### src/cba_pkg.sv
// shared types and constants of the contiguous block allocator
// no dependencies; used by cba_cell and contiguous_block_allocator_unit
package cba_pkg;

  localparam int IDX_W = 5;
  localparam int LEN_W = 5;

  typedef enum logic {
    ACT_ALLOC = 1'b0,
    ACT_FREE  = 1'b1
  } action_t;

  typedef enum logic [2:0] {
    MAP_FREE  = 3'd0,
    MAP_ONE   = 3'd1,
    MAP_FIRST = 3'd2,
    MAP_MID   = 3'd3,
    MAP_LAST  = 3'd4
  } status_t;

  typedef enum logic {
    ST_IDLE,
    ST_COMMIT
  } state_t;

  typedef struct packed {
    action_t             action;
    logic [LEN_W-1:0]    size;
    logic [IDX_W-1:0]    block_index;
    logic                id_valid;
  } req_t;

  typedef struct packed {
    logic             ok;
    logic [IDX_W-1:0] first_block;
  } rsp_t;

  // control broadcast from the top level to every cell
  typedef struct packed {
    logic             capture;
    logic             alloc;
    logic             free_go;
    logic             head_one;
    logic             head_first;
    logic [IDX_W-1:0] idx;
    logic             commit_alloc;
    logic             commit_free;
    logic [IDX_W-1:0] start;
    logic [LEN_W-1:0] len;
  } bcast_t;

endpackage

### src/cba_cell.sv
// one block of the status map: holds its status and its fit and clear flags
// depends on cba_pkg
module cba_cell #(
  parameter int N   = 16,
  parameter int IDX = 0
) (
  input  logic             clk,
  input  logic             rst_n,
  input  cba_pkg::bcast_t  bc,
  input  logic [N-1:0]     lmask,
  input  logic [N-1:0]     gemask,
  input  logic [N-1:0]     win_up,
  output logic [N-1:0]     win_dn,
  input  logic [N-1:0]     last_in,
  output logic [N-1:0]     last_out,
  output cba_pkg::status_t status,
  output logic             fit
);

  cba_pkg::status_t status_r, status_nxt;
  logic fit_r, clr_r;
  logic fit_nxt, clr_nxt;
  logic [5:0] k6, s6, e6;
  logic in_run;
  logic is_free;

  assign is_free = (status_r == cba_pkg::MAP_FREE);

  // free window: this block and the ones above it, zero past the end
  assign win_dn = {win_up[N-2:0], is_free};

  always_comb begin
    last_out      = last_in;
    last_out[IDX] = (status_r == cba_pkg::MAP_LAST);
  end

  assign k6     = 6'(IDX);
  assign s6     = {1'b0, bc.start};
  assign e6     = s6 + {1'b0, bc.len};
  assign in_run = (k6 >= s6) && (k6 < e6);

  always_comb begin
    fit_nxt = bc.alloc && ((win_dn & lmask) == lmask);
    // clear from the head through the next last block below-to-above
    clr_nxt = bc.free_go &&
              ((bc.head_one && (k6 == {1'b0, bc.idx})) ||
               (bc.head_first && gemask[IDX] && ((last_in & gemask) == '0)));
  end

  always_comb begin
    status_nxt = status_r;
    if (bc.commit_alloc && in_run) begin
      if (bc.len == cba_pkg::LEN_W'(1)) begin
        status_nxt = cba_pkg::MAP_ONE;
      end else if (k6 == s6) begin
        status_nxt = cba_pkg::MAP_FIRST;
      end else if (k6 == e6 - 6'd1) begin
        status_nxt = cba_pkg::MAP_LAST;
      end else begin
        status_nxt = cba_pkg::MAP_MID;
      end
    end else if (bc.commit_free && clr_r) begin
      status_nxt = cba_pkg::MAP_FREE;
    end
  end

  always_ff @(posedge clk) begin
    if (!rst_n) begin
      status_r <= cba_pkg::MAP_FREE;
    end else begin
      status_r <= status_nxt;
    end
  end

  always_ff @(posedge clk) begin
    if (bc.capture) begin
      fit_r <= fit_nxt;
      clr_r <= clr_nxt;
    end
  end

  assign status = status_r;
  assign fit    = fit_r;

endmodule

### src/contiguous_block_allocator_unit.sv
// first-fit contiguous block allocator built as a row of block cells
// depends on cba_pkg and cba_cell
//
// channel   ports                     handshake
// request   start, busy, in_data      taken at an edge with start high and busy low
// result    out_valid, out_data       one cycle, marked by out_valid, no back pressure
//
// for each word, in the accept cycle each cell checks whether a
// run of the requested size starts at it (or whether it is cleared by a free)
// and latches that flag; in the commit cycle a priority encoder over the cell
// flags picks the lowest start and the cells rewrite their status
// the result word shows in the cycle after the commit, while the next word can
// already be accepted; reset is synchronous and leaves every block free
module contiguous_block_allocator_unit #(
  parameter int NUM_BLOCKS = 16
) (
  input  logic          clk,
  input  logic          rst_n,
  input  logic          start,
  output logic          busy,
  input  cba_pkg::req_t in_data,
  output logic          out_valid,
  output cba_pkg::rsp_t out_data
);

  localparam int IW = (NUM_BLOCKS > 1) ? $clog2(NUM_BLOCKS) : 1;

  cba_pkg::state_t state_r, state_nxt;
  logic accept;

  // request fields kept for the commit cycle
  logic                     alloc_r;
  logic [cba_pkg::LEN_W-1:0] len_r;
  logic                     len_zero_r, len_ok_r, free_ok_r;

  logic          out_valid_r, out_valid_nxt;
  cba_pkg::rsp_t out_data_r, out_data_nxt;

  // cell chains
  logic [NUM_BLOCKS-1:0] win_w  [NUM_BLOCKS+1];
  logic [NUM_BLOCKS-1:0] last_w [NUM_BLOCKS+1];
  cba_pkg::status_t      status_w [NUM_BLOCKS];
  logic [NUM_BLOCKS-1:0] fit_vec;
  logic [NUM_BLOCKS-1:0] lmask, gemask;

  cba_pkg::bcast_t bc;
  logic in_range, len_ok, is_alloc;
  cba_pkg::status_t head;
  logic any_fit, alloc_ok;
  logic [cba_pkg::IDX_W-1:0] sel;

  assign busy   = (state_r == cba_pkg::ST_COMMIT);
  assign accept = start && !busy;

  assign is_alloc = (in_data.action == cba_pkg::ACT_ALLOC);
  assign in_range = ({1'b0, in_data.block_index} < 6'(NUM_BLOCKS));
  assign len_ok   = ({1'b0, in_data.size} <= 6'(NUM_BLOCKS));
  assign head     = in_range ? status_w[in_data.block_index[IW-1:0]] : cba_pkg::MAP_FREE;

  // run length mask and "at or above the freed index" mask
  always_comb begin
    for (int j = 0; j < NUM_BLOCKS; j++) begin
      lmask[j]  = (6'(j) <  {1'b0, in_data.size});
      gemask[j] = (6'(j) >= {1'b0, in_data.block_index});
    end
  end

  // lowest cell that can hold the run
  always_comb begin
    sel = '0;
    for (int i = NUM_BLOCKS - 1; i >= 0; i--) begin
      if (fit_vec[i]) sel = cba_pkg::IDX_W'(i);
    end
  end

  assign any_fit  = |fit_vec;
  assign alloc_ok = len_zero_r || (len_ok_r && any_fit);

  always_comb begin
    bc              = '0;
    bc.capture      = accept;
    bc.alloc        = is_alloc;
    bc.free_go      = !is_alloc && in_data.id_valid && in_range;
    bc.head_one     = (head == cba_pkg::MAP_ONE);
    bc.head_first   = (head == cba_pkg::MAP_FIRST);
    bc.idx          = in_data.block_index;
    bc.commit_alloc = busy && alloc_r && !len_zero_r && len_ok_r && any_fit;
    bc.commit_free  = busy && !alloc_r;
    bc.start        = sel;
    bc.len          = len_r;
  end

  assign win_w[NUM_BLOCKS] = '0;
  assign last_w[0]         = '0;

  for (genvar i = 0; i < NUM_BLOCKS; i++) begin : g_cell
    cba_cell #(
      .N   (NUM_BLOCKS),
      .IDX (i)
    ) u_cell (
      .clk      (clk),
      .rst_n    (rst_n),
      .bc       (bc),
      .lmask    (lmask),
      .gemask   (gemask),
      .win_up   (win_w[i+1]),
      .win_dn   (win_w[i]),
      .last_in  (last_w[i]),
      .last_out (last_w[i+1]),
      .status   (status_w[i]),
      .fit      (fit_vec[i])
    );
  end

  // request capture
  always_ff @(posedge clk) begin
    if (accept) begin
      alloc_r    <= is_alloc;
      len_r      <= in_data.size;
      len_zero_r <= (in_data.size == '0);
      len_ok_r   <= len_ok;
      free_ok_r  <= bc.free_go && (bc.head_one || bc.head_first);
    end
  end

  // sequencer
  always_comb begin
    state_nxt     = state_r;
    out_valid_nxt = 1'b0;
    out_data_nxt  = out_data_r;
    unique case (state_r)
      cba_pkg::ST_IDLE: begin
        if (start) state_nxt = cba_pkg::ST_COMMIT;
      end
      cba_pkg::ST_COMMIT: begin
        state_nxt     = cba_pkg::ST_IDLE;
        out_valid_nxt = 1'b1;
        out_data_nxt.ok = alloc_r ? alloc_ok : free_ok_r;
        out_data_nxt.first_block =
          (alloc_r && !len_zero_r && alloc_ok) ? sel : '0;
      end
      default: state_nxt = cba_pkg::ST_IDLE;
    endcase
  end

  always_ff @(posedge clk) begin
    if (!rst_n) begin
      state_r     <= cba_pkg::ST_IDLE;
      out_valid_r <= 1'b0;
    end else begin
      state_r     <= state_nxt;
      out_valid_r <= out_valid_nxt;
    end
  end

  always_ff @(posedge clk) begin
    out_data_r <= out_data_nxt;
  end

  assign out_valid = out_valid_r;
  assign out_data  = out_data_r;

endmodule
### config.mk
export PLATFORM = sky130hd
export DESIGN_NAME = contiguous_block_allocator_unit
export DESIGN_NICKNAME = d
export VERILOG_FILES = /design/src/cba_pkg.sv /design/src/cba_cell.sv /design/src/contiguous_block_allocator_unit.sv
export SDC_FILE = /design/constraint.sdc
export NUM_CORES = 1
export LEC_CHECK = 0
export BUFFER_PORTS_ARGS = -buffer_cell sky130_fd_sc_hd__buf_2
export CAP_MARGIN = 20
export CORE_MARGIN = 2
export CORE_UTILIZATION = 45
export DETAILED_ROUTE_END_ITERATION = 6
export PLACE_DENSITY = 0.64
export SLEW_MARGIN = 20
export SYNTH_ARGS = -nofsm -noshare
export SYNTH_HDL_FRONTEND = slang
export SYNTH_SLANG_ARGS = --single-unit
### constraint.sdc
create_clock -name clk -period 6.17 [get_ports clk]
set_clock_uncertainty 0.05 [all_clocks]
set_input_delay 0.617 -clock clk [delete_from_list [all_inputs] [get_ports clk]]
set_output_delay 0.617 -clock clk [all_outputs]
set_load 0.05 [all_outputs]
==> results.md, run 1 <==
- count of pins over their slew limit: 0
- CTS tree: done
- total global routing overflow: 0
- CTS sink count: 96
- Via-to-Cell Ratio: 7.08
- CP max stage delay: 0.97 ns
- Crit path required time: 6.39 ns
- reported max-cap violation count: 0
- storage element area: 2380 um2
- Initial Utilization: 45.6%
- outcome: finished clean
- remaining antenna violation count: 0
- busiest grt layer: met2
- type of the tightest min-delay check: flip-flop to flip-flop
- ports placed on the boundary: 23
- post-CTS setup buffer count: 0
- peak supply drop: 0.000133 V
- Reg power frac: 43.0%
- Hold WS: 0.424 ns
- hold violation count in the final report: 0
- most used flip-flop cell after synthesis: sky130_fd_sc_hd__dfxtp_1
- end-of-flow core utilization: 49.5%
- cell type with the largest total area after synthesis: sky130_fd_sc_hd__edfxtp_1
- critical path capture point type: flip-flop
- clock tree buffer depth: 2
- Antenna diodes: 0
- r2r worst-path depth: 11
- area growth from synthesis to layout: 8.53%
- synthesized area divided by synthesized cell count: 8.12 um2
- yosys synthesis warning count: 0
- setup violation total in the final timing report: 0
- antenna violations before repair: 1
- endpoint of the worst-slack reg-to-reg timing path: g_cell[11].u_cell.status[0]
- power density normalized to cell area: 224 nW/um2
- switching fraction of total power: 33.3%
- multi-input gate area in the final layout: 4230 um2
- global routing usage on met3: 6.20%
- largest cells by area after synthesis: sky130_fd_sc_hd__edfxtp_1 (20%), sky130_fd_sc_hd__dfxtp_1 (15%), sky130_fd_sc_hd__nor2_1 (5.7%)
- die area: 16200 um2
- maximum clock frequency: 191 MHz
- number of global-route vias before repair: 6869
- unrepaired setup endpoints after global routing: false
- Chip Width: 127 um
- vias after detailed routing: 7354
- net count of the mapped netlist: 864
- cells after synthesis: 844
- GR met2 Demand/Resource: 49.0%
- fillers: 1436
- CP Launch Type: flip-flop
- source-to-sink clock delay at the later pin of the worst-skew pair: 0.36 ns
- Syn Std Cell Area: 6850 um2
- CP Max Fanout: 11
- reported leakage power: 2.69 nW
- final routed wire length divided by cell count: 24.8 um
- detailed placement HPWL: 19200 um
- number of port buffers: 21
- internal power: 0.00111 W
- transition time at the pin with the least slew margin: 1.11 ns
- final weighted congestion in routability-driven placement: 0.991
- global-route wire length before repair: 39800 um
- total wirelength of the detailed-routed design: 25700 um
- CTS Root Buffer Type: sky130_fd_sc_hd__clkbuf_16
- PostCTS Resize Cnt: 0
- Post-Route Setup TNS: 0 ns
- detailed-router iteration count before antenna repair: 6
- internal reg-to-reg setup slack: 0.92 ns
- Hold Path Stages: 2
- final cycle utilization of the critical path: 85.0%
- layout cell share with drive strength beyond 1: 10.2%
- max_slew headroom: 25.5%
- routing usage on met1: 44.5%
- number of DRC violations after detailed-routing iteration 0: 1041
- Seq/Total Area, Yosys: 34.8%
- number of buffers inserted by hold repair at cts: 0
- cts bufs inserted: 9
- cell row count: 45
- data arrival time of the critical path: 5.47 ns
- clock share of power: 34.3%
- global router's overall resource usage: 32.1%
- H-tree lvl count: 3
- Power, Total: 0.00167 W
- CP max-delay cell: sky130_fd_sc_hd__a221oi_1
- cell-by-cell trace of the critical path: nor4_1, a311oi_2, o21ai_1, inv_2, ha_1, fa_1, xor2_1, nand2_1, a221oi_1, a21oi_1, a311oi_1
- Remaining DRCs: 0
- share of flip-flops with an asynchronous set or reset: 0%
- Layout Cells excl Fill: 1038
- clock-pin slew on the worst setup and hold paths: 0.07 ns
- Unique masters post-synth: 81
- Core ar.: 15000 um2
- number of nets at the end of the flow: 865
- count of state elements after synthesis: 96
- largest net degree at the start of global routing: 43
- total placed cells including tap cells: 1022
- final worst path period need: 5.25 ns
- number of flops mapped to enable cells by yosys: 46
- classification of the worst setup path: flip-flop to flip-flop
- startpoint of the worst-slack reg-to-reg timing path: g_cell[3].u_cell.fit
- Hold Path End: g_cell[0].u_cell.status[2]
- Yosys top cell area share: 20.2%
- die height: 127 um
- net switching component of the power: 0.000555 W
- relative contribution of combinational cells to total power: 22.7%
- startpoint of the worst hold path: g_cell[0].u_cell.status[2]
-- synthesized netlist by cell type, types with 6 or more instances --
cell / number
sky130_fd_sc_hd__o221ai_1: 13
sky130_fd_sc_hd__o31ai_1: 7
sky130_fd_sc_hd__buf_2: 6
sky130_fd_sc_hd__mux4_1: 6
sky130_fd_sc_hd__clkbuf_1: 37
sky130_fd_sc_hd__mux4_2: 6
sky130_fd_sc_hd__nor2_1: 104
sky130_fd_sc_hd__nor3_1: 37
sky130_fd_sc_hd__or3_1: 12
sky130_fd_sc_hd__a21o_1: 8
sky130_fd_sc_hd__edfxtp_1: 46
sky130_fd_sc_hd__nand4_1: 17
sky130_fd_sc_hd__o21ai_0: 38
sky130_fd_sc_hd__nand2_1: 96
sky130_fd_sc_hd__or2_2: 6
sky130_fd_sc_hd__and2_1: 10
sky130_fd_sc_hd__a2111oi_0: 6
sky130_fd_sc_hd__o22ai_1: 37
sky130_fd_sc_hd__nand3_1: 33
sky130_fd_sc_hd__nand3b_1: 9
sky130_fd_sc_hd__a31oi_1: 9
sky130_fd_sc_hd__o21ai_1: 7
sky130_fd_sc_hd__dfxtp_1: 50
sky130_fd_sc_hd__a21oi_1: 70
sky130_fd_sc_hd__nor4_1: 11
sky130_fd_sc_hd__nor2b_1: 9
sky130_fd_sc_hd__a221oi_1: 6
sky130_fd_sc_hd__mux2i_1: 15
sky130_fd_sc_hd__nand2b_1: 10
sky130_fd_sc_hd__inv_1: 15
sky130_fd_sc_hd__and3_1: 6
-- flip-flops by register name, summed over array words and instances (netlist names) --
register and count:
len_ok_r 1, len_zero_r 1, out_valid 1, len_r 5
free_ok_r 1, busy 1, g_cell.u_cell.status 48, out_data 5
g_cell.u_cell.clr_r 16, alloc_r 1, g_cell.u_cell.fit 16
-- layout by cell type (no fill, tap or decap), drive strengths merged, types with 5 or more instances in the layout --
master / synthesis / layout
nor2: 104 / 104
nand2: 97 / 97
a21oi: 70 / 70
dfxtp: 50 / 50
edfxtp: 46 / 46
o21ai: 46 / 46
o22ai: 37 / 37
nor3: 37 / 37
buf: 9 / 36
nand3: 33 / 33
inv: 17 / 20
nand4: 17 / 17
mux2i: 15 / 15
o221ai: 13 / 13
nor4: 13 / 13
or3: 12 / 12
mux4: 12 / 12
nand2b: 10 / 10
and2: 10 / 10
clkbuf: 37 / 10
a31oi: 9 / 9
nand3b: 9 / 9
nor2b: 9 / 9
a21o: 8 / 8
or2: 8 / 8
o31ai: 7 / 7
a2111oi: 7 / 7
a221oi: 6 / 6
and3: 6 / 6
o31a: 5 / 5
a31o: 5 / 5
or4: 5 / 5
a21boi: 5 / 5
-- area by class of cell --
class / count / share of cell area (%)
timing repair buffer: 36 / 2.93
sequential: 96 / 32.0
clock buffer: 10 / 3.37
clock inverter: 6 / 0.791
tap: 188 / 3.16
multi-input combinational: 685 / 56.9
inverter: 17 / 0.858
-- per-layer routing --
| metal | wire, um | share of wire [%] |
|---|---|---|
| met3 | 2530 | 9.8 |
| met1 | 10700 | 42 |
| met5 | 14 | 0.054 |
| met2 | 11300 | 44 |
| met4 | 1120 | 4.4 |
-- worst max path at each step --
stage / from / to / depth (start not counted) / slack [ns]
final: g_cell[3].u_cell.fit / g_cell[11].u_cell.status[0] / 11 / 0.92
after global routing: g_cell[3].u_cell.fit / g_cell[9].u_cell.status[0] / 13 / 0.48
after global placement: g_cell[3].u_cell.fit / g_cell[11].u_cell.status[0] / 11 / 1.15
after detailed placement: g_cell[3].u_cell.fit / g_cell[11].u_cell.status[0] / 11 / 1.06
after floorplan: g_cell[3].u_cell.fit / g_cell[9].u_cell.status[0] / 13 / 2.09
after CTS: g_cell[3].u_cell.fit / g_cell[11].u_cell.status[0] / 11 / 1.03
-- kinds of logic after synthesis --
family / synth area share, %
and+or+nand+nor: 27.1
AOI/OAI and AO/OA: 25.7
DFF: 34.8
buffers and inverters: 3.89
muxes: 6.63
adders and majority gates: 1.17
xor gates and xnor gates: 0.639
other: 0.0547
-- worst max-delay path, delay by kind of cell (launching register included) --
kind / cells / cell delay, ns
AOI/OAI and AO/OA: 5 / 2.44
and+or+nand+nor: 2 / 0.80
adders and majority gates: 2 / 0.70
xor gates and xnor gates: 1 / 0.62
DFF: 1 / 0.46
buffers and inverters: 1 / 0.10
-- power groups by stage --
stage          sequential (W)  combinational (W)  clock (W)
2_1_floorplan        0.000727           0.000257          0
3_3_place_gp         0.000729           0.000367          0
3_5_place_dp         0.000730           0.000363          0
4_1_cts              0.000716           0.000365   0.000580
5_1_grt              0.000719           0.000410   0.000603
6_report             0.000716           0.000379   0.000572
-- stage by stage --
stage / instance area [um2] / worst slack (ns)
finish: 7440 / 0.924
detailed placement: 7120 / 1.06
global route: 7440 / 0.480
floorplan: 6850 / 2.09
global placement: 7120 / 1.15
CTS: 7430 / 1.03
No activity file was read; power rests on OpenSTA's default activity.
==> run 2: changes to the inputs <==
--- a/config.mk
+++ b/config.mk
@@ -5,12 +5,14 @@
 export SDC_FILE = /design/constraint.sdc
 export NUM_CORES = 1
 export LEC_CHECK = 0
+export ABC_AREA = 1
+export ABC_CLOCK_PERIOD_IN_PS = 6170
 export BUFFER_PORTS_ARGS = -buffer_cell sky130_fd_sc_hd__buf_2
 export CAP_MARGIN = 20
 export CORE_MARGIN = 2
 export CORE_UTILIZATION = 45
 export DETAILED_ROUTE_END_ITERATION = 6
-export PLACE_DENSITY = 0.64
+export PLACE_DENSITY_LB_ADDON = 0.2
 export SLEW_MARGIN = 20
 export SYNTH_ARGS = -nofsm -noshare
 export SYNTH_HDL_FRONTEND = slang
==> run 2 against run 1 <==
Sequential share of layout area rose by 0.35 points. Sequential power fell by 1%. Critical path type unchanged. Total power down 0.15%. Critical path depth rose by 15. Highest routed layer is now met4. Combinational power is essentially flat. Final area is 1.1% lower. Via count shrank 2.7%. Register-to-register slack improved by 1.4 ns. Count of clock-buffer cells in the layout grew 1. Final cell count grew 17%.
==> results.md, run 2 <==
- detailed-router iteration count before antenna repair: 5, was 6
- most frequent cells in the layout: sky130_fd_sc_hd__nand2_1 (230), sky130_fd_sc_hd__inv_1 (146), sky130_fd_sc_hd__nor2_1 (105), was sky130_fd_sc_hd__nor2_1 (104), sky130_fd_sc_hd__nand2_1 (96), sky130_fd_sc_hd__a21oi_1 (69)
- setup violation total in the final timing report: 0, unchanged
- count of state elements after synthesis: 96, unchanged
- CTS Root Buffer Type: sky130_fd_sc_hd__clkbuf_16, unchanged
- final worst path period need: 3.84 ns, was 5.25 ns
- clock share of power: 34.6%, was 34.3%
- CP Launch Type: flip-flop, unchanged
- global-route wire length before repair: 35600 um, was 39800 um
- switching fraction of total power: 33.1%, was 33.3%
- cts bufs inserted: 9, unchanged
- internal power: 0.00111 W, about the same
- die area: 16100 um2, was 16200 um2
- hold violation count in the final report: 0, unchanged
- net switching component of the power: 0.000550 W, was 0.000555 W
- number of port buffers: 21, unchanged
- cells after synthesis: 1015, was 844
- flip-flop count of the largest register after layout: 48, unchanged
- clock-pin slew on the worst setup and hold paths: 0.07 ns, about the same
- Reg power frac: 42.6%, was 43.0%
- dominant cell by count in the synthesized netlist: sky130_fd_sc_hd__nand2_1, was sky130_fd_sc_hd__nor2_1
- clock tree buffer depth: 2, unchanged
- power density normalized to cell area: 226 nW/um2, was 224 nW/um2
- post-route cell area: 7350 um2, was 7440 um2
- Initial Utilization: 46.3%, was 45.6%
- vias after detailed routing: 7156, was 7354
- synthesized area divided by synthesized cell count: 6.68 um2, was 8.12 um2
- layout cell share with drive strength beyond 1: 9.10%, was 10.2%
- net count of the mapped netlist: 1035, was 864
- storage element area: 2380 um2, unchanged
- CP Max Fanout: 5, was 11
- final routed wire length divided by cell count: 18.4 um, was 24.8 um
- Unique masters post-synth: 55, was 81
- Chip Width: 127 um, about the same
- fillers: 1520, was 1436
- Syn Std Cell Area: 6780 um2, was 6850 um2
- number of nets at the end of the flow: 1048, was 865
- most used flip-flop cell after synthesis: sky130_fd_sc_hd__dfxtp_1, unchanged
- final weighted congestion in routability-driven placement: 1.01, was 0.991
- data arrival time of the critical path: 4.08 ns, was 5.47 ns
- source-to-sink clock delay at the later pin of the worst-skew pair: 0.36 ns, about the same
- CTS sink count: 96, unchanged
- type of the tightest min-delay check: flip-flop to flip-flop, unchanged
- number of buffers inserted by hold repair at cts: 0, unchanged
- Crit path required time: 6.41 ns, was 6.39 ns
- Core ar.: 14600 um2, was 15000 um2
- share of flip-flops with an asynchronous set or reset: 0%, unchanged
- critical path capture point type: flip-flop, unchanged
- final cycle utilization of the critical path: 62.2%, was 85.0%
- Post-Route Setup TNS: 0 ns, unchanged
- post-CTS setup buffer count: 0, unchanged
- area growth from synthesis to layout: 8.41%, was 8.53%
- remaining antenna violation count: 0, unchanged
- Via-to-Cell Ratio: 5.88, was 7.08
- number of DRC violations after detailed-routing iteration 0: 956, was 1041
- cell row count: 44, was 45
- reported leakage power: 3.07 nW, was 2.69 nW
- Placed Instance Area: 7060 um2, was 7120 um2
- leading post-synthesis cells by instance count: sky130_fd_sc_hd__nand2_1 (230), sky130_fd_sc_hd__inv_1 (146), sky130_fd_sc_hd__nor2_1 (107), was sky130_fd_sc_hd__nor2_1 (104), sky130_fd_sc_hd__nand2_1 (96), sky130_fd_sc_hd__a21oi_1 (70)
- antenna violations before repair: 1, unchanged
- classification of the worst setup path: flip-flop to flip-flop, unchanged
- Remaining DRCs: 0, unchanged
- max_slew headroom: 27.4%, was 25.5%
- global routing usage on met3: 5.74%, was 6.20%
- number of flops mapped to enable cells by yosys: 46, unchanged
- relative contribution of combinational cells to total power: 22.8%, was 22.7%
- maximum clock frequency: 260 MHz, was 191 MHz
- ports placed on the boundary: 23, unchanged
- reported max-cap violation count: 0, unchanged
- detailed placement HPWL: 16900 um, was 19200 um
- PostCTS Resize Cnt: 0, unchanged
- die height: 127 um, about the same
- count of pins over their slew limit: 0, unchanged
- total wirelength of the detailed-routed design: 22500 um, was 25700 um
- largest net degree at the start of global routing: 42, was 43
- total global routing overflow: 0, unchanged
- global router's overall resource usage: 28.6%, was 32.1%
- H-tree lvl count: 3, unchanged
- transition time at the pin with the least slew margin: 1.09 ns, was 1.11 ns
- most common cell after layout, fill and taps aside: sky130_fd_sc_hd__nand2_1, was sky130_fd_sc_hd__nor2_1
- busiest grt layer: met2, unchanged
- largest cells by area after synthesis: sky130_fd_sc_hd__edfxtp_1 (20%), sky130_fd_sc_hd__dfxtp_1 (15%), sky130_fd_sc_hd__nand2_1 (13%), was sky130_fd_sc_hd__edfxtp_1 (20%), sky130_fd_sc_hd__dfxtp_1 (15%), sky130_fd_sc_hd__nor2_1 (5.7%)
- cell type with the largest total area after synthesis: sky130_fd_sc_hd__edfxtp_1, unchanged
- routing usage on met1: 42.0%, was 44.5%
- CTS tree: done, unchanged
- peak supply drop: 0.000118 V, was 0.000133 V
- Seq/Total Area, Yosys: 35.1%, was 34.8%
- Yosys top cell area share: 20.4%, was 20.2%
- yosys synthesis warning count: 0, unchanged
- GR met2 Demand/Resource: 42.2%, was 49.0%
- multi-input gate area in the final layout: 3670 um2, was 4230 um2
- outcome: finished clean, unchanged
- unrepaired setup endpoints after global routing: false, unchanged
- number of global-route vias before repair: 6457, was 6869
[run 2: cell count changes after synthesis, sizes merged, moves of 14 or more]
| cell | change |
|---|---|
| nor3 | -21 |
| a21oi | +23 |
| nand2 | +142 |
| nor2 | +18 |
| inv | +145 |
| mux2i | -15 |
| nand3 | +53 |
| o22ai | -14 |
| clkbuf | -22 |
[run 2: area by class of cell]
cell class              count  share of cell area [%]
diodes                      1                  0.0340
clock buffers              11                    3.16
clock inverters             5                   0.868
inverters                 164                    8.37
multi-input cells         729                    49.9
flip-flops and latches     96                    32.4
well taps                 184                    3.13
repair buffers             28                    2.14
[run 2: per-stage QoR]
| step | total power (W) | instances | hold slack, ns | worst slack [ns] | util (%) |
|---|---|---|---|---|---|
| floorplan | 0.000986 | 1015 | 0.389 | 2.94 | - |
| global placement | 0.00109 | 1201 | 0.407 | 2.40 | 48.2 |
| detailed placement | 0.00109 | 1201 | 0.401 | 2.40 | 48.2 |
| CTS | 0.00166 | 1217 | 0.420 | 2.36 | 50.2 |
| global route | 0.00173 | 1217 | 0.430 | 1.86 | 50.2 |
| finish | 0.00166 | 1218 | 0.424 | 2.33 | 50.2 |
[run 2: cells by family (layout without fill, tap and decap cells)]
| group | Yosys count | in the layout | synth area share [%] |
|---|---|---|---|
| other | 1 | 2 | 0.0553 |
| adders and majority gates | 5 | 5 | 1.03 |
| xor gates and xnor gates | 2 | 2 | 0.258 |
| buffers and inverters | 190 | 208 | 10.9 |
| DFF | 96 | 96 | 35.1 |
| AOI/OAI and AO/OA | 219 | 219 | 19.7 |
| and+or+nand+nor | 502 | 502 | 32.9 |
[run 2: metal layers]
| metal | vias to the layer above | part of all wire, % |
|---|---|---|
| met1 | 3246 | 45 |
| met3 | 43 | 11 |
| met5 | - | 0 |
| met2 | 409 | 42 |
| li1 | 3458 | - |
| met4 | 0 | 2.5 |
[run 2: power by group through the flow]
stage | clock [W] | combinational [W] | sequential, W
after floorplan | 0 | 0.000261 | 0.000724
after global placement | 0 | 0.000371 | 0.000722
after detailed placement | 0 | 0.000367 | 0.000722
after CTS | 0.000581 | 0.000369 | 0.000708
after global routing | 0.000601 | 0.000419 | 0.000711
final | 0.000576 | 0.000380 | 0.000708
[run 2: worst max-delay path: stages, from the launching register on]
cell                       delay [ns]
sky130_fd_sc_hd__edfxtp_1        0.37
sky130_fd_sc_hd__inv_1           0.08
sky130_fd_sc_hd__nand2_1         0.05
sky130_fd_sc_hd__nand2_1         0.05
sky130_fd_sc_hd__nand2_1         0.04
sky130_fd_sc_hd__nand2_1         0.05
sky130_fd_sc_hd__nand2_1         0.04
sky130_fd_sc_hd__nand2_1         0.05
sky130_fd_sc_hd__nand2_1         0.04
sky130_fd_sc_hd__nand2_1         0.05
sky130_fd_sc_hd__nand2_1         0.05
sky130_fd_sc_hd__nand2_1         0.05
sky130_fd_sc_hd__nand2_1         0.04
sky130_fd_sc_hd__nand2_1         0.05
sky130_fd_sc_hd__nand2_1         0.10
sky130_fd_sc_hd__a21oi_1         0.37
sky130_fd_sc_hd__ha_1            0.27
sky130_fd_sc_hd__fa_1            0.21
sky130_fd_sc_hd__xor2_1          0.33
sky130_fd_sc_hd__inv_1           0.21
sky130_fd_sc_hd__nor2_2          0.24
sky130_fd_sc_hd__inv_1           0.13
sky130_fd_sc_hd__a21oi_2         0.27
sky130_fd_sc_hd__nand3_1         0.22
sky130_fd_sc_hd__inv_1           0.14
sky130_fd_sc_hd__nand3_1         0.08
sky130_fd_sc_hd__a21oi_1         0.14
[run 2: final timing paths]
kind / start / endpoint / slack [ns] / depth (start not counted)
max reg2reg: g_cell[14].u_cell.fit / g_cell[14].u_cell.status[1] / 2.33 / 26
min: g_cell[2].u_cell.status[0] / g_cell[2].u_cell.status[0] / 0.42 / 2
min reg2reg: g_cell[2].u_cell.status[0] / g_cell[2].u_cell.status[0] / 0.42 / 2
max: g_cell[14].u_cell.fit / g_cell[14].u_cell.status[1] / 2.33 / 26
==> run 3: changes to the inputs <==
--- a/config.mk
+++ b/config.mk
@@ -6,7 +6,7 @@
 export NUM_CORES = 1
 export LEC_CHECK = 0
 export ABC_AREA = 1
-export ABC_CLOCK_PERIOD_IN_PS = 6170
+export ABC_CLOCK_PERIOD_IN_PS = 3560
 export BUFFER_PORTS_ARGS = -buffer_cell sky130_fd_sc_hd__buf_2
 export CAP_MARGIN = 20
 export CORE_MARGIN = 2
==> constraint.sdc (replaced) <==
create_clock -name clk -period 3.56 [get_ports clk]
set_clock_uncertainty 0.05 [all_clocks]
set_input_delay 0.356 -clock clk [delete_from_list [all_inputs] [get_ports clk]]
set_output_delay 0.356 -clock clk [all_outputs]
set_load 0.05 [all_outputs]
==> run 3 against run 2 <==
Critical path depth increased by 1. Utilization rose by 1.9 points. Setup slack got worse by 2.1 ns. Clock power grew 70%. Sequential share of layout area fell by 1.2 points. Final area is 3.8% higher.
==> results.md, run 3 (synthesis gave the netlist of run 2 again) <==
- outcome: finished clean, unchanged
- Crit path required time: 3.80 ns, was 6.41 ns
- remaining antenna violation count: 0, unchanged
- cell row count: 44, unchanged
- number of port buffers: 21, unchanged
- CTS Root Buffer Type: sky130_fd_sc_hd__clkbuf_16, unchanged
- flip-flop count of the largest register after layout: 48, unchanged
- Core ar.: 14600 um2, unchanged
- largest net degree at the start of global routing: 47, was 42
- die area: 16100 um2, unchanged
- global-route wire length before repair: 36100 um, was 35600 um
- clock-pin slew on the worst setup and hold paths: 0.08 ns, was 0.07 ns
- total placed cells including tap cells: 1217, was 1201
- setup violation total in the final timing report: 0, unchanged
- Layout Cells excl Fill: 1236, was 1218
- clock tree buffer depth: 2, unchanged
- Placed Instance Area: 7170 um2, was 7060 um2
- ports placed on the boundary: 23, unchanged
- H-tree lvl count: 3, unchanged
- number of global-route vias before repair: 6657, was 6457
- die height: 127 um, unchanged
- most common cell after layout, fill and taps aside: sky130_fd_sc_hd__nand2_1, unchanged
- transition time at the pin with the least slew margin: 0.793 ns, was 1.09 ns
- number of DRC violations after detailed-routing iteration 0: 983, was 956
- unrepaired setup endpoints after global routing: true, was false
- area growth from synthesis to layout: 12.5%, was 8.41%
- CTS tree: done, unchanged
- peak supply drop: 0.000262 V, was 0.000118 V
- fillers: 1515, was 1520
- total wirelength of the detailed-routed design: 23100 um, was 22500 um
- reported max-cap violation count: 0, unchanged
- end-of-flow core utilization: 52.1%, was 50.2%
- global router's overall resource usage: 28.9%, was 28.6%
- min setup slack post-route: 0.198 ns, was 2.33 ns
- r2r worst-path depth: 27, was 26
- detailed placement HPWL: 17600 um, was 16900 um
- internal reg-to-reg setup slack: 0.20 ns, was 2.33 ns
- data arrival time of the critical path: 3.60 ns, was 4.08 ns
- total global routing overflow: 0, unchanged
- endpoint of the worst-slack reg-to-reg timing path: g_cell[3].u_cell.status[0], was g_cell[14].u_cell.status[1]
- number of nets at the end of the flow: 1067, was 1048
- most frequent cells in the layout: sky130_fd_sc_hd__nand2_1 (224), sky130_fd_sc_hd__inv_1 (143), sky130_fd_sc_hd__nor2_1 (93), was sky130_fd_sc_hd__nand2_1 (230), sky130_fd_sc_hd__inv_1 (146), sky130_fd_sc_hd__nor2_1 (105)
- startpoint of the worst hold path: in_data[7], was g_cell[2].u_cell.status[0]
- post-place setup slack: 0.0559 ns, was 2.40 ns
- power density normalized to cell area: 387 nW/um2, was 226 nW/um2
- Remaining DRCs: 0, unchanged
- CP Launch Type: flip-flop, unchanged
- vias after detailed routing: 7305, was 7156
- max_slew headroom: 45.8%, was 27.4%
- final worst path period need: 3.36 ns, was 3.84 ns
- classification of the worst setup path: flip-flop to flip-flop, unchanged
- hold violation count in the final report: 0, unchanged
- critical path capture point type: flip-flop, unchanged
- Hold Path End: len_r[1], was g_cell[2].u_cell.status[0]
- type of the tightest min-delay check: input port to flip-flop, was flip-flop to flip-flop
- Chip Width: 127 um, unchanged
- reported leakage power: 3.18 nW, was 3.07 nW
- CTS sink count: 96, unchanged
- Antenna diodes: 0, was 1
- final cycle utilization of the critical path: 94.4%, was 62.2%
- Via-to-Cell Ratio: 5.91, was 5.88
- post-route cell area: 7630 um2, was 7350 um2
- count of pins over their slew limit: 0, unchanged
- detailed-router iteration count before antenna repair: 6, was 5
- final weighted congestion in routability-driven placement: 1.05, was 1.01
- source-to-sink clock delay at the later pin of the worst-skew pair: 0.35 ns, was 0.36 ns
- antenna violations before repair: 2, was 1
- Initial Utilization: 46.3%, unchanged
- maximum clock frequency: 297 MHz, was 260 MHz
- cts bufs inserted: 9, unchanged
- final routed wire length divided by cell count: 18.7 um, was 18.4 um
- CP Max Fanout: 7, was 5
- Hold Path Stages: 1, was 2
- layout cell share with drive strength beyond 1: 14.3%, was 9.10%
- startpoint of the worst-slack reg-to-reg timing path: g_cell[13].u_cell.fit, was g_cell[14].u_cell.fit
-- run 3: what timing repair did --
item / CTS / global route
endpoints found under the hold margin: 0 / 0
setup buffers: 0 / 4
hold buffers: 0 / 0
endpoints found under the setup margin: 0 / 48
resized for setup: 0 / 48
-- run 3: worst max-delay path, stage by stage (launching register included) --
cell	delay, ns
sky130_fd_sc_hd__edfxtp_1	0.39
sky130_fd_sc_hd__inv_1	0.08
sky130_fd_sc_hd__nand2_1	0.05
sky130_fd_sc_hd__nand2_1	0.05
sky130_fd_sc_hd__nand2_1	0.04
sky130_fd_sc_hd__nand2_1	0.05
sky130_fd_sc_hd__nand2_1	0.04
sky130_fd_sc_hd__nand2_1	0.05
sky130_fd_sc_hd__nand2_1	0.04
sky130_fd_sc_hd__nand2_1	0.05
sky130_fd_sc_hd__nand2_1	0.04
sky130_fd_sc_hd__nand2_1	0.05
sky130_fd_sc_hd__nand2_1	0.05
sky130_fd_sc_hd__nand2_2	0.07
sky130_fd_sc_hd__a21oi_2	0.07
sky130_fd_sc_hd__ha_2	0.19
sky130_fd_sc_hd__fa_2	0.36
sky130_fd_sc_hd__a21oi_2	0.16
sky130_fd_sc_hd__o21ai_2	0.09
sky130_fd_sc_hd__xor2_2	0.24
sky130_fd_sc_hd__nor2_4	0.09
sky130_fd_sc_hd__inv_2	0.11
sky130_fd_sc_hd__nor2_4	0.06
sky130_fd_sc_hd__nor2_1	0.20
sky130_fd_sc_hd__nand2_2	0.15
sky130_fd_sc_hd__a21oi_1	0.31
sky130_fd_sc_hd__nor2_1	0.07
sky130_fd_sc_hd__nor2_1	0.09
-- run 3: how the worst max path moves through the flow --
stage | start | endpoint | depth (start not counted)
3_5_place_dp | g_cell[13].u_cell.fit | g_cell[3].u_cell.status[0] | 27
2_1_floorplan | g_cell[14].u_cell.fit | g_cell[6].u_cell.status[2] | 28
5_1_grt | g_cell[14].u_cell.fit | g_cell[2].u_cell.status[2] | 30
6_report | g_cell[13].u_cell.fit | g_cell[3].u_cell.status[0] | 27
4_1_cts | g_cell[13].u_cell.fit | g_cell[3].u_cell.status[0] | 27
3_3_place_gp | g_cell[13].u_cell.fit | g_cell[3].u_cell.status[0] | 27
-- run 3: power breakdown --
group / switching [W] / internal, W / leakage, nW / total [W]
registers: 0.0000272 / 0.00120 / 0.861 / 0.00123
logic: 0.000526 / 0.000222 / 2.18 / 0.000748
clock network: 0.000488 / 0.000490 / 0.142 / 0.000978
total: 0.00104 / 0.00191 / 3.18 / 0.00296
-- run 3: area by class of cell --
cell class | count | area [um2] | area share [%]
multi-input cells | 729 | 3820 | 50.0
clock buffers | 9 | 225 | 2.95
inverters | 164 | 616 | 8.06
well taps | 184 | 230 | 3.02
repair buffers | 47 | 300 | 3.93
flip-flops and latches | 96 | 2380 | 31.2
clock inverters | 7 | 61.3 | 0.803
-- run 3: per-layer routing --
layer / GRT usage (%) / vias to the layer above / part of all wire [%]
li1: - / 3486 / -
met1: 42.8 / 3366 / 47
met2: 42.8 / 391 / 41
met3: 5.19 / 60 / 8.9
met4: 8.86 / 2 / 2.9
met5: 0 / - / 0.056
-- run 3: metrics by stage --
step	power [W]	TNS, ns	hold slack (ns)
4_1_cts	0.00288	0	0.207
3_3_place_gp	0.00192	0	0.407
5_1_grt	0.00308	-0.600	0.216
3_5_place_dp	0.00192	0	0.405
6_report	0.00296	0	0.218
2_1_floorplan	0.00171	0	0.389
